**src/design/lmbs_pkg.sv**
```systemverilog
// ----------------------------------------------------------------------------
// lmbs_pkg
// shared sizes, blink timing constants and phase helpers for the led scan block
// ----------------------------------------------------------------------------
package lmbs_pkg;

	localparam int ROWS = 6;
	localparam int COLS = 8;

	// fixed field widths
	localparam int REQ_W   = 1;
	localparam int IDX_W   = 3;
	localparam int WORD_W  = 16;
	localparam int TIME_W  = 16;
	localparam int LEVEL_W = 8;

	// row pointer width, at least one bit
	localparam int ROW_SEL_W = (ROWS > 1) ? $clog2(ROWS) : 1;

	localparam logic [LEVEL_W-1:0] COL_MASK = LEVEL_W'((1 << COLS) - 1);
	localparam logic [LEVEL_W-1:0] LEVEL_MASK = LEVEL_W'(16'h00FF);

	// blink timing
	localparam int SLOW_PERIOD = 6554;
	localparam int SLOW_HALF   = 3277;
	localparam int FAST_PERIOD = 1310;
	localparam int FAST_HALF   = 655;

	// coarse step for the fast phase: ten fast periods
	localparam int COARSE_PERIOD = 10 * FAST_PERIOD;
	localparam int COARSE_STEPS  = ((1 << TIME_W) - 1) / COARSE_PERIOD;
	localparam int SLOW_STEPS    = ((1 << TIME_W) - 1) / SLOW_PERIOD;
	localparam int FAST_STEPS    = COARSE_PERIOD / FAST_PERIOD - 1;
	localparam int COARSE_W      = $clog2(COARSE_PERIOD);

	typedef enum logic [REQ_W-1:0] {
		REQ_WRITE = 1'b0,
		REQ_TICK  = 1'b1
	} req_type_t;

	// time reduced modulo ten fast periods
	function automatic logic [COARSE_W-1:0] coarse_mod(input logic [TIME_W-1:0] t);
		logic [TIME_W-1:0] base;
		base = '0;
		for (int k = 1; k <= COARSE_STEPS; k++) begin
			if (t >= TIME_W'(k * COARSE_PERIOD))
				base = TIME_W'(k * COARSE_PERIOD);
		end
		return COARSE_W'(t - base);
	endfunction

	// on half of the fast phase, from the coarse residue
	function automatic logic fast_on(input logic [COARSE_W-1:0] r);
		logic [COARSE_W-1:0] base;
		base = '0;
		for (int k = 1; k <= FAST_STEPS; k++) begin
			if (r >= COARSE_W'(k * FAST_PERIOD))
				base = COARSE_W'(k * FAST_PERIOD);
		end
		return (r - base) <= COARSE_W'(FAST_HALF);
	endfunction

	// on half of the slow phase
	function automatic logic slow_on(input logic [TIME_W-1:0] t);
		logic [TIME_W-1:0] base;
		base = '0;
		for (int k = 1; k <= SLOW_STEPS; k++) begin
			if (t >= TIME_W'(k * SLOW_PERIOD))
				base = TIME_W'(k * SLOW_PERIOD);
		end
		return (t - base) <= TIME_W'(SLOW_HALF);
	endfunction

endpackage

```
**src/design/led_matrix_blink_scan.sv**
```systemverilog
// ----------------------------------------------------------------------------
// led_matrix_blink_scan
// multiplexed led matrix driver with steady, slow blink and fast blink columns
// ----------------------------------------------------------------------------
// The block holds one 16-bit word per led row (low byte: steady levels, active
// low; high byte: blink enables). A write word (req_type 0) stores state_word
// into row row_index, or is dropped when the row is out of range, and gives no
// result. A tick word (req_type 1) gives one result: the expander word for the
// current scan row, with a one-hot row select at bit 8 + row and the lit column
// bits in 0 to 7, and then the scan row steps on and wraps. One word is taken
// every clock cycle as long as results are taken; input only stalls while a
// tick sits in the input register behind a held result. A tick taken is
// latched in the input register; its result is loaded into the result register
// when that register is empty or taken, and shows on the outputs from there. Row
// store and scan pointer are updated at accept time, so a tick right after a
// write sees it. Reset clears all row words and the scan pointer.
module led_matrix_blink_scan
	import lmbs_pkg::*;
(
	input  logic                 clk,
	input  logic                 arst_n,

	input  logic                 in_valid,
	output logic                 in_ready,
	input  logic [REQ_W-1:0]     req_type,
	input  logic [IDX_W-1:0]     row_index,
	input  logic [WORD_W-1:0]    state_word,
	input  logic [TIME_W-1:0]    time_now,

	output logic                 out_valid,
	input  logic                 out_ready,
	output logic [WORD_W-1:0]    expander_word,
	output logic [IDX_W-1:0]     scan_row_out
);

	// row store and scan pointer
	logic [WORD_W-1:0]    row_states_q [ROWS];
	logic [ROW_SEL_W-1:0] scan_row_q;

	// input register (tick words only)
	logic                 tick_s1;
	logic [WORD_W-1:0]    word_s1;
	logic [TIME_W-1:0]    time_s1;
	logic [COARSE_W-1:0]  coarse_s1;
	logic [ROW_SEL_W-1:0] row_s1;

	// result register
	logic                 out_valid_q;
	logic [WORD_W-1:0]    expander_word_q;
	logic [IDX_W-1:0]     scan_row_out_q;

	logic in_fire;
	logic is_tick;
	logic is_write;
	logic row_ok;
	logic adv_s1;

	logic [LEVEL_W-1:0] level;
	logic [LEVEL_W-1:0] blink_en;
	logic [LEVEL_W-1:0] slow_mask;
	logic [LEVEL_W-1:0] fast_mask;
	logic [LEVEL_W-1:0] columns;
	logic [LEVEL_W-1:0] row_sel;

	// result register frees when empty or taken; s1 moves on when it does
	assign adv_s1   = !out_valid_q || out_ready;
	assign in_ready = !tick_s1 || adv_s1;
	assign in_fire  = in_valid && in_ready;
	assign is_tick  = (req_type_t'(req_type) == REQ_TICK);
	assign is_write = (req_type_t'(req_type) == REQ_WRITE);
	// rows of ROWS or more are dropped
	assign row_ok   = ({1'b0, row_index} < (IDX_W + 1)'(ROWS));

	// row store writes and scan pointer advance
	always_ff @(posedge clk or negedge arst_n) begin
		if (!arst_n) begin
			for (int i = 0; i < ROWS; i++)
				row_states_q[i] <= '0;
			scan_row_q <= '0;
		end else if (in_fire) begin
			if (is_write && row_ok)
				row_states_q[row_index[ROW_SEL_W-1:0]] <= state_word;
			if (is_tick) begin
				if (scan_row_q == ROW_SEL_W'(ROWS - 1))
					scan_row_q <= '0;
				else
					scan_row_q <= scan_row_q + 1'b1;
			end
		end
	end

	// input register: tick flag
	always_ff @(posedge clk or negedge arst_n) begin
		if (!arst_n)
			tick_s1 <= 1'b0;
		else if (in_ready)
			tick_s1 <= in_fire && is_tick;
	end

	// input register: payload, with the coarse time reduction done up front
	always_ff @(posedge clk) begin
		if (in_fire && is_tick) begin
			word_s1   <= row_states_q[scan_row_q];
			time_s1   <= time_now;
			coarse_s1 <= coarse_mod(time_now);
			row_s1    <= scan_row_q;
		end
	end

	// column logic
	always_comb begin
		level     = word_s1[LEVEL_W-1:0] & LEVEL_MASK;
		blink_en  = word_s1[WORD_W-1:LEVEL_W];
		slow_mask = {LEVEL_W{slow_on(time_s1)}};
		fast_mask = {LEVEL_W{fast_on(coarse_s1)}};
		// steady on, slow blink on clear level, fast blink on set level
		columns   = ((~blink_en & ~level)
			| (blink_en & ~level & slow_mask)
			| (blink_en & level & fast_mask)) & COL_MASK;
		row_sel   = LEVEL_W'(1) << row_s1;
	end

	// result register
	always_ff @(posedge clk or negedge arst_n) begin
		if (!arst_n)
			out_valid_q <= 1'b0;
		else if (adv_s1)
			out_valid_q <= tick_s1;
	end

	always_ff @(posedge clk) begin
		if (adv_s1 && tick_s1) begin
			expander_word_q <= {row_sel, columns};
			scan_row_out_q  <= IDX_W'(row_s1);
		end
	end

	assign out_valid     = out_valid_q;
	assign expander_word = expander_word_q;
	assign scan_row_out  = scan_row_out_q;

`ifndef ASSERT_OFF
	// scan pointer stays inside the row range
	assert property (@(posedge clk) disable iff (!arst_n)
		{1'b0, scan_row_q} < (ROW_SEL_W + 1)'(ROWS))
		else $error("scan pointer out of range");

	// row select matches the reported row
	assert property (@(posedge clk) disable iff (!arst_n)
		out_valid |-> (expander_word[WORD_W-1:LEVEL_W] == (LEVEL_W'(1) << scan_row_out)))
		else $error("row select does not match scan row");

	// input only stalls behind a held result
	assert property (@(posedge clk) disable iff (!arst_n)
		!in_ready |-> (tick_s1 && out_valid && !out_ready))
		else $error("input stalled without output back pressure");

	// a write word never produces a result
	assert property (@(posedge clk) disable iff (!arst_n)
		(in_fire && is_write) |=> !tick_s1)
		else $error("write word entered the result path");
`endif

endmodule
```
**config.mk**
```make
export PLATFORM = sky130hd
export DESIGN_NAME = led_matrix_blink_scan
export DESIGN_NICKNAME = d
export VERILOG_FILES = /design/src/design/lmbs_pkg.sv /design/src/design/led_matrix_blink_scan.sv
export SDC_FILE = /design/constraint.sdc
export NUM_CORES = 1
export LEC_CHECK = 0
export BUFFER_PORTS_ARGS = -buffer_cell sky130_fd_sc_hd__buf_2
export CORE_MARGIN = 4
export CORE_UTILIZATION = 53
export CTS_CLUSTER_DIAMETER = 60
export DETAILED_ROUTE_END_ITERATION = 8
export PLACE_DENSITY = 0.71
export SYNTH_ARGS = -nofsm -noshare
export SYNTH_HDL_FRONTEND = slang
export SYNTH_SLANG_ARGS = --single-unit
```
**constraint.sdc**
```tcl
create_clock -name clk -period 4.6 [get_ports clk]
set_input_delay 0.46 -clock clk [delete_from_list [all_inputs] [get_ports clk]]
set_output_delay 0.46 -clock clk [all_outputs]
set_load 0.005 [all_outputs]
```
== After elaboration in Yosys (flattened, before gate mapping) ==
Index checks and enable logic that the tools add are counted.
Word-level totals
  word-level logic and storage cells: 104
  bits in registers: 169
  output and inout port bits: 21
  input port bits: 40
Operators by class
  bitwise gates (word level): 12
  order comparisons: 29
  shifts and indexed selects: 1
  multiplexer cells: 31
  add/subtract/negate cells: 4
  reduce and logical (&&, ||, !) cells: 11
  eq/ne operators: 1
Operators by type and width (number)
  14-bit 2-to-1 mux: 14
  16-bit 2-to-1 mux: 11
  16-bit greater-or-equal comparator (second input constant): 8
  96-bit bitwise mux: 1
  16-bit binary-select mux with 3-bit select: 1
  16-bit demux with 3-bit select: 1
  16-bit by 15-bit greater-or-equal comparator with 1-bit output (second input constant): 3
  14-bit by 13-bit greater-or-equal comparator with 1-bit output (second input constant): 3
  14-bit greater-or-equal comparator (second input constant): 3
  8-bit bitwise AND: 5
  16-bit by 14-bit greater-or-equal comparator with 1-bit output (second input constant): 2
  14-bit by 12-bit greater-or-equal comparator with 1-bit output (second input constant): 2
  14-bit subtractor: 2
  16-bit by 13-bit greater-or-equal comparator with 1-bit output (second input constant): 1
  16-bit by 12-bit <= comparator with 1-bit output (second input constant): 1
  8-bit NOT: 2
  8-bit OR: 2
  16-bit subtractor: 1
  14-bit by 11-bit greater-or-equal comparator with 1-bit output (second input constant): 1
  14-bit by 10-bit <= comparator with 1-bit output (second input constant): 1
  13-bit 2-to-1 mux: 1
  11-bit 2-to-1 mux: 1
  4-bit greater-or-equal comparator (second input constant): 2
  3-bit NOT with 4-bit output: 2
  other kinds (11): 18

== Longest topological paths before layout ==
Gate-level depths: netlist of the first run.
  word-level depth: 15
  depth in mapped cells: 20
  depth with buffers taken out: 19

== Least setup slack after synthesis of the first run ==
No wires, ideal clock.
  kind: flip-flop to flip-flop
  from: reg time_s1[8]
  to: reg expander_word_q[0] (netlist: expander_word[0]) (data pin)
  stages on the path, launching flop included: 19
  data required time: 4.455 ns
  period minus slack after synthesis: 4.122 ns
  buffers on the path: 1
  arrival time: 3.978 ns
  setup slack: 0.478 ns
  library setup time: 0.145 ns
  path through: edfxtp_1 -> or2_2 -> a2111oi_0 -> o21ai_0 -> nand2b_1 -> nor2_1 -> or3_1 -> inv_1 -> o21ai_0 -> ha_1 -> buf_2 -> a21oi_1 -> nand3_1 -> o211ai_1 -> nand2_1 -> o311ai_0 -> mux2_2 -> a311o_1 -> o21ai_1
Between the ends
  word-level cells in the longest chain between the ends: 15
  elaborated cells on any way between the ends: 23
  those cells by class: 1 x add/sub; 10 x order compare; 9 x mux; 3 x bitwise
RTL lines
  from (decl): RTL line led_matrix_blink_scan.sv:43  | logic [TIME_W-1:0] time_s1;
  from (signal assigned): RTL line led_matrix_blink_scan.sv:104  | time_s1 <= time_now;
  16-bit by 13-bit greater-or-equal comparator with 1-bit output: RTL line lmbs_pkg.sv:68  | if (t >= TIME_W'(k * SLOW_PERIOD))
  13-bit 2-to-1 mux: RTL line lmbs_pkg.sv:68
  16-bit 2-to-1 mux (8 in a row): RTL line lmbs_pkg.sv:68
  16-bit subtractor (*): RTL line lmbs_pkg.sv:71  | return (t - base) <= TIME_W'(SLOW_HALF);
  16-bit by 12-bit <= comparator with 1-bit output (*): RTL line lmbs_pkg.sv:71
  8-bit bitwise AND (*): RTL line led_matrix_blink_scan.sv:118  | | (blink_en & ~level & slow_mask)
  8-bit OR (*): RTL line led_matrix_blink_scan.sv:118
  8-bit OR (*): RTL line led_matrix_blink_scan.sv:119  | | (blink_en & level & fast_mask)) & COL_MASK;
  net columns[0]: RTL line led_matrix_blink_scan.sv:62  | logic [LEVEL_W-1:0] columns;
  to (signal assigned): RTL line led_matrix_blink_scan.sv:133  | expander_word_q <= {row_sel, columns};
  to (decl): RTL line led_matrix_blink_scan.sv:49  | logic [WORD_W-1:0] expander_word_q;
Mark *: on every way through the listed nets, which the timed path passes. The rest lies on a longest branch.
A chain may end at the register's enable or synchronous reset.

== Worst setup path in the final report of the first run ==
  from: reg time_s1[8]
  to: reg expander_word_q[7] (netlist: expander_word[7]) (data pin)
The elaborated chain is that of the path after synthesis.

==> results of run 1 <==
## cell usage in the layout (no fill, tap or decap), types with 6 or more instances in the layout
cell type,count
dfrtp_1,100
mux2_2,99
edfxtp_1,66
buf_2,59
a21oi_1,47
buf_4,45
nor2_1,43
nand2_1,43
inv_1,38
ha_1,35
o21ai_0,29
nor3_1,21
mux2i_1,20
clkbuf_16,18
a21o_1,16
o22ai_1,16
and3_1,15
o21ai_1,15
nand3_1,15
mux4_2,15
nand2b_1,14
nand4_1,12
or2_2,12
nor2b_1,11
xnor2_1,11
a21boi_0,10
nand3b_1,8
a31oi_1,8
o211ai_1,7
nor4_1,7
a311oi_1,6
xor2_1,6
## worst max-delay path: stages, from the launching register on
cell       delay, ns
edfxtp_1        0.38
or2_2           0.34
a2111oi_2       0.35
o21ai_1         0.09
nand2b_1        0.11
nor2_1          0.07
or3_1           0.37
a21o_1          0.19
nand2_1         0.07
ha_2            0.20
fa_2            0.21
nand2b_1        0.10
a21oi_1         0.10
o41ai_2         0.44
o22ai_2         0.15
o41ai_2         0.36
mux2i_1         0.12
buf_4           0.17
or2_2           0.27
o21ai_1         0.13
## metal layers
metal | share of wire | routed length, um | vias to the layer above
met1 | 0.43 | 9200 | 3515
met5 | 0.00033 | 7 | -
met4 | 0.012 | 263 | 2
li1 | - | - | 3454
met2 | 0.50 | 10600 | 179
met3 | 0.056 | 1180 | 24
## repair_timing
item | 4_1_cts | 5_1_grt
resized for setup | 0 | 15
setup endpoints to repair | 0 | 8
setup buffers | 0 | 20
## where the power goes
group / switching (W) / leakage (nW) / internal [W]
Combinational: 0.000669 / 2.59 / 0.000760
Clock: 0.000637 / 0.318 / 0.000877
Sequential: 0.000288 / 1.86 / 0.00189
## area by class of cell
type	instances	area (um2)	share of cell area
sequential	167	4510	0.403
tap	229	287	0.0256
clock buffer	19	464	0.0415
inverter	39	146	0.0131
clock inverter	13	178	0.0159
timing repair buffer	104	633	0.0566
multi-input combinational	622	4970	0.444
## state kept, by name, summed over array words and instances (netlist names)
name and flops:
row_s1 3, tick_s1 1, out_valid 1, scan_row_q 3, word_s1 16, row_states_q 96, scan_row_out 3, time_s1 16
coarse_s1 12, expander_word 16
## cell families (layout without fill, tap and decap cells)
kind of cell    after synthesis  in the layout  synth area share
xor+xnor                     17             17            0.0153
flops                       167            167             0.464
fa+ha+maj                    40             40            0.0538
mux                         134            134             0.170
compound gates              209            209             0.147
buf+inv                      74            175            0.0296
simple gates                222            222             0.120
## per-stage QoR
step / setup TNS, ns / util / total power, W / cells / hold slack [ns]
5_1_grt: -0.102 / 0.621 / 0.00543 / 1193 / 0.190
3_3_place_gp: 0 / 0.575 / 0.00355 / 1141 / 0.472
6_report: 0 / 0.621 / 0.00513 / 1193 / 0.133
3_5_place_dp: 0 / 0.575 / 0.00360 / 1141 / 0.488
4_1_cts: 0 / 0.610 / 0.00513 / 1173 / 0.163
2_1_floorplan: 0 / - / 0.00320 / 863 / 0.164
## final timing paths
kind | endpoint | cells past startpoint
worst max-delay path | expander_word[7] | 19
worst min-delay path | row_states_q[75] | 1
worst max register to register | expander_word[7] | 19
worst min register to register | row_states_q[30] | 1
max in group asynchronous | row_states_q[95] | 2
min in group clk | time_s1[1] | 1
==> impl_metrics.yaml, run 1 <==
run_status:
  run_status: "finished, final reports clean"
global_route:
  track_usage: 0.210
  grt_antenna_before_repair: 1
  grt_pass1_vias: 6922
  globalRouteMet3Util: 0.0502
  grt_start_max_net_pins: 69
  grt_first_pass_wirelength_um: 34700
  use_met1: 0.275
  grt.busiest_layer: "met2"
  grt_overflow: 0
  use_met2: 0.355
place:
  pre_cts_ws_ns: 0.112
  dp_hpwl_um: 14500
  io_buffers: 60
  gp_congestion: 0.913
  place_area_mm2: 0.0104
cells_and_area:
  nNetsFinal: 1031
  drive_above_1_share: 0.299
  stdcell_area_mm2: 0.0112
  num_antenna_cells: 0
  area_growth_syn_to_layout_pct: 15.1
  n_fill_cell: 1459
floorplan:
  dieWidth_um: 143
  die_area_mm2: 0.0206
  rows: 49
  num_io_pins: 61
  core_region_area_mm2: 0.0180
  start_util: 0.539
  die_h_um: 143
synth:
  synth_fp_nets: 943
  yosysMostFrequentCell: "dfrtp_1"
  syn_inst: 863
  ys_seq_area_frac: 0.464
  synth_top_cell_by_area: "dfrtp_1"
  ys_top_cells_by_area: "dfrtp_1 26%, edfxtp_1 20%, mux2_2 11%"
  ys_warn_count: 0
  yosys-top-cells-count: "101 x dfrtp_1, 99 x mux2_2, 66 x edfxtp_1"
  synthFlopType: "dfrtp_1"
  synth-edff-count: 66
  ys_ff_latch: 167
  synth_top_area_frac: 0.260
  avgSynthCellArea_um2: 11.3
  yosysUniqueCellTypes: 71
  ys_async_sr_fraction: 0.605
  netlist_area_mm2: 0.00972
cts:
  cts_root_buf: "clkbuf_16"
  cts_made_buffers: 17
  cts_max_level: 4
  path_clk_slew_ns: 0.07
  cts_buffer_depth: 2
  cts_hold_buf: 0
  clock-sinks: 167
  cts_tree: "built"
  clock_latency_ns: 0.42
sta:
  final.min_clock_period_ns: 4.38
  finalCritPeriodShare: 0.952
  finalMaxSlewViolations: 0
  fmax_mhz: 228
  relSlewSlack: 0.304
  clock_skew_ns: 0.00694
  tightest_slew_ns: 1.04
  worst_slack_ns: 0.219
  finalHoldViolCount: 0
  setup_viol: 0
power:
  ir_drop_mv: 0.294
  p_leak_nw: 4.77
  power.density_mw_per_mm2: 458
setup_path:
  path_max_fanout: 8
  critPathLaunchType: "flop"
  timing.rr.start: "time_s1[8]"
  crit_required_ns: 4.87
  arrival_ns: 4.65
  crit_path_start: "time_s1[8]"
  worst-setup-path-type: "reg2reg"
  r2r_slack_ns: 0.22
  end_kind: "flop"
routing:
  drt_iter0_drc: 428
  drt-total-wl_um: 21300
  ant_nets: 0
  drc: 0
  vias_per_cell: 6.01
  wl_per_cell_um: 17.8
  via_count: 7174
  drt_pass1_iterations: 5
min_path:
  hold_class: "in2async"
run:
  cap_violations: 0
No activity file was read; power rests on OpenSTA's default activity.
==> inputs of run 2 (changes only) <==
--- a/config.mk
+++ b/config.mk
@@ -10,7 +10,7 @@
 export CORE_UTILIZATION = 53
 export CTS_CLUSTER_DIAMETER = 60
 export DETAILED_ROUTE_END_ITERATION = 8
-export PLACE_DENSITY = 0.71
+export PLACE_DENSITY = 0.74
 export SYNTH_ARGS = -nofsm -noshare
 export SYNTH_HDL_FRONTEND = slang
 export SYNTH_SLANG_ARGS = --single-unit
==> constraint.sdc (replaced) <==
create_clock -name clk -period 4 [get_ports clk]
set_input_delay 0.4 -clock clk [delete_from_list [all_inputs] [get_ports clk]]
set_output_delay 0.4 -clock clk [all_outputs]
set_load 0.005 [all_outputs]
==> run 2 against run 1 <==
  * Critical path depth rose by 3
  * Highest routed layer is now met4
  * Clock-buffer cell count did not move
  * Critical endpoint is now expander_word[4]
  * The run now ends with setup timing left
  * Sequential power rose by 9%
  * Global-route usage rose by 2.4 points
  * Largest cell class unchanged
  * Setup slack got worse by 0.33 ns
  * Largest power group unchanged
  * Maximum frequency rose by 6.5%
  * Final area rose by 9.0%
==> impl_metrics.yaml, run 2 (synthesis gave the netlist of run 1 again) <==
run_status:
  run_status: "complete, but fails checks"
  violations: "setup timing"
floorplan:
  die_area_mm2: 0.0206
  start_util: 0.539
  die_h_um: 143
  dieWidth_um: 143
  rows: 49
  num_io_pins: 61
  core_region_area_mm2: 0.0180
place:
  dpl.cell_count: 1227
  gp_congestion: 0.913
  io_buffers: 60
  dp_hpwl_um: 15800
cells_and_area:
  regMostFlops: "row_states_q"
  final_cell_mix: "131 x buf_4, 100 x dfrtp_1, 98 x mux2_2"
  final_cells: 1287
  num_antenna_cells: 0
  largest_reg_flops: 96
  final_common_cell: "buf_4"
  nNetsFinal: 1125
  area_growth_syn_to_layout_pct: 25.5
  final_core_util: 0.677
  drive_above_1_share: 0.410
routing:
  ant_nets: 0
  drt-total-wl_um: 23900
  drt_pass1_iterations: 5
  vias_per_cell: 6.02
  drc: 0
  wl_per_cell_um: 18.6
  via_count: 7750
  drt_iter0_drc: 498
sta:
  final.min_clock_period_ns: 4.11
  fmax_mhz: 243
  tightest_slew_ns: 1.05
  finalMaxSlewViolations: 0
  finalHoldViolCount: 0
  finalCritPeriodShare: 1.03
  clock_skew_ns: 0.00859
  rsz0062_at_grt: "yes"
  worst_slack_ns: -0.114
  relSlewSlack: 0.299
  fin_tns_setup_ns: -0.669
  setup_viol: 8
setup_path:
  arrival_ns: 4.28
  r2r_slack_ns: -0.11
  end_kind: "flop"
  path_max_fanout: 8
  crit_required_ns: 4.17
  critPathLaunchType: "flop"
  worst-setup-path-type: "reg2reg"
run:
  cap_violations: 0
cts:
  clock-sinks: 167
  cts_tree: "built"
  clock_latency_ns: 0.42
  path_clk_slew_ns: 0.07
  cts_buffer_depth: 2
  cts_max_level: 4
  cts_root_buf: "clkbuf_16"
  cts_made_buffers: 17
global_route:
  track_usage: 0.234
  grt_start_max_net_pins: 53
  grt_overflow: 0
  grt_first_pass_wirelength_um: 38500
  grt_antenna_before_repair: 0
  grt_pass1_vias: 7824
power:
  ir_drop_mv: 0.354
  p_leak_nw: 5.26
  power.density_mw_per_mm2: 496
min_path:
  hold_class: "in2reg"
[run 2: changes by cell type in the layout (fill, tap and decap cells not counted), sizes merged]
cell         delta
bufinv          -2
dlygate4sd3     +1
clkinv          -1
buf            +93
inv             +1
clkinvlp        +2
[run 2: power breakdown]
part	switching (W)	total, W	internal [W]
clock	0.000738	0.00160	0.000864
combinational	0.00103	0.00208	0.00104
sequential	0.000189	0.00237	0.00218
[run 2: path summary, 6_finish.rpt]
path / startpoint / end / cells past startpoint
worst max-delay path: coarse_s1[3] / expander_word[4] / 22
min in group asynchronous: arst_n / row_states_q[75] / 2
max in group asynchronous: arst_n / scan_row_q[0] / 3
worst min register to register: row_states_q[17] / row_states_q[17] / 1
worst max register to register: coarse_s1[3] / expander_word[4] / 22
worst min-delay path: time_now[0] / time_s1[0] / 1
[run 2: repair_timing]
action                                 CTS  global route
pin swaps                               31            21
hold buffers                             1             0
endpoints found under the hold margin    2             0
gates resized for setup                 49            33
buffers inserted                        20             7
setup endpoints to repair                8             8
[run 2: cell type report]
class	instances	area, um2
fill	1304	5830
multi-input combinational	622	5300
sequential	167	4510
timing repair buffer	198	1380
clock buffer	19	454
tap	229	287
inverter	39	146
clock inverter	13	128
[run 2: worst max-delay path, stage by stage, from the launching register on]
cell and delay (ns):
edfxtp_1 0.47, a21o_1 0.19, a211o_1 0.29, a311o_1 0.36, a31oi_2 0.20, inv_1 0.07
o21ai_1 0.13, a21bo_2 0.16, o21ai_1 0.07, ha_2 0.18, inv_1 0.07, fa_2 0.20
a21o_1 0.13, a221oi_2 0.06, buf_4 0.16, buf_4 0.13, xor2_1 0.15, a221oi_2 0.22
o2bb2ai_2 0.16, a21oi_4 0.08, buf_12 0.15, a21oi_1 0.14, o21ai_1 0.09
[run 2: per-layer routing]
metal / vias up / part of all wire / track usage
li1: 3628 / - / -
met3: 60 / 0.050 / 0.0496
met5: - / 0 / 0
met4: 0 / 0.028 / 0.0892
met2: 230 / 0.51 / 0.399
met1: 3832 / 0.42 / 0.294
[run 2: per-stage QoR]
| stage | total power [W] | hold slack (ns) | area (um2) | setup WS (ns) |
|---|---|---|---|---|
| CTS | 0.00598 | 0.171 | 12000 | -0.00422 |
| detailed placement | 0.00429 | 0.458 | 11100 | -0.325 |
| global route | 0.00638 | 0.172 | 12200 | -0.338 |
| finish | 0.00605 | 0.189 | 12200 | -0.114 |
| global placement | 0.00423 | 0.465 | 11100 | -0.207 |
| floorplan | 0.00369 | 0.104 | 9780 | -0.0161 |
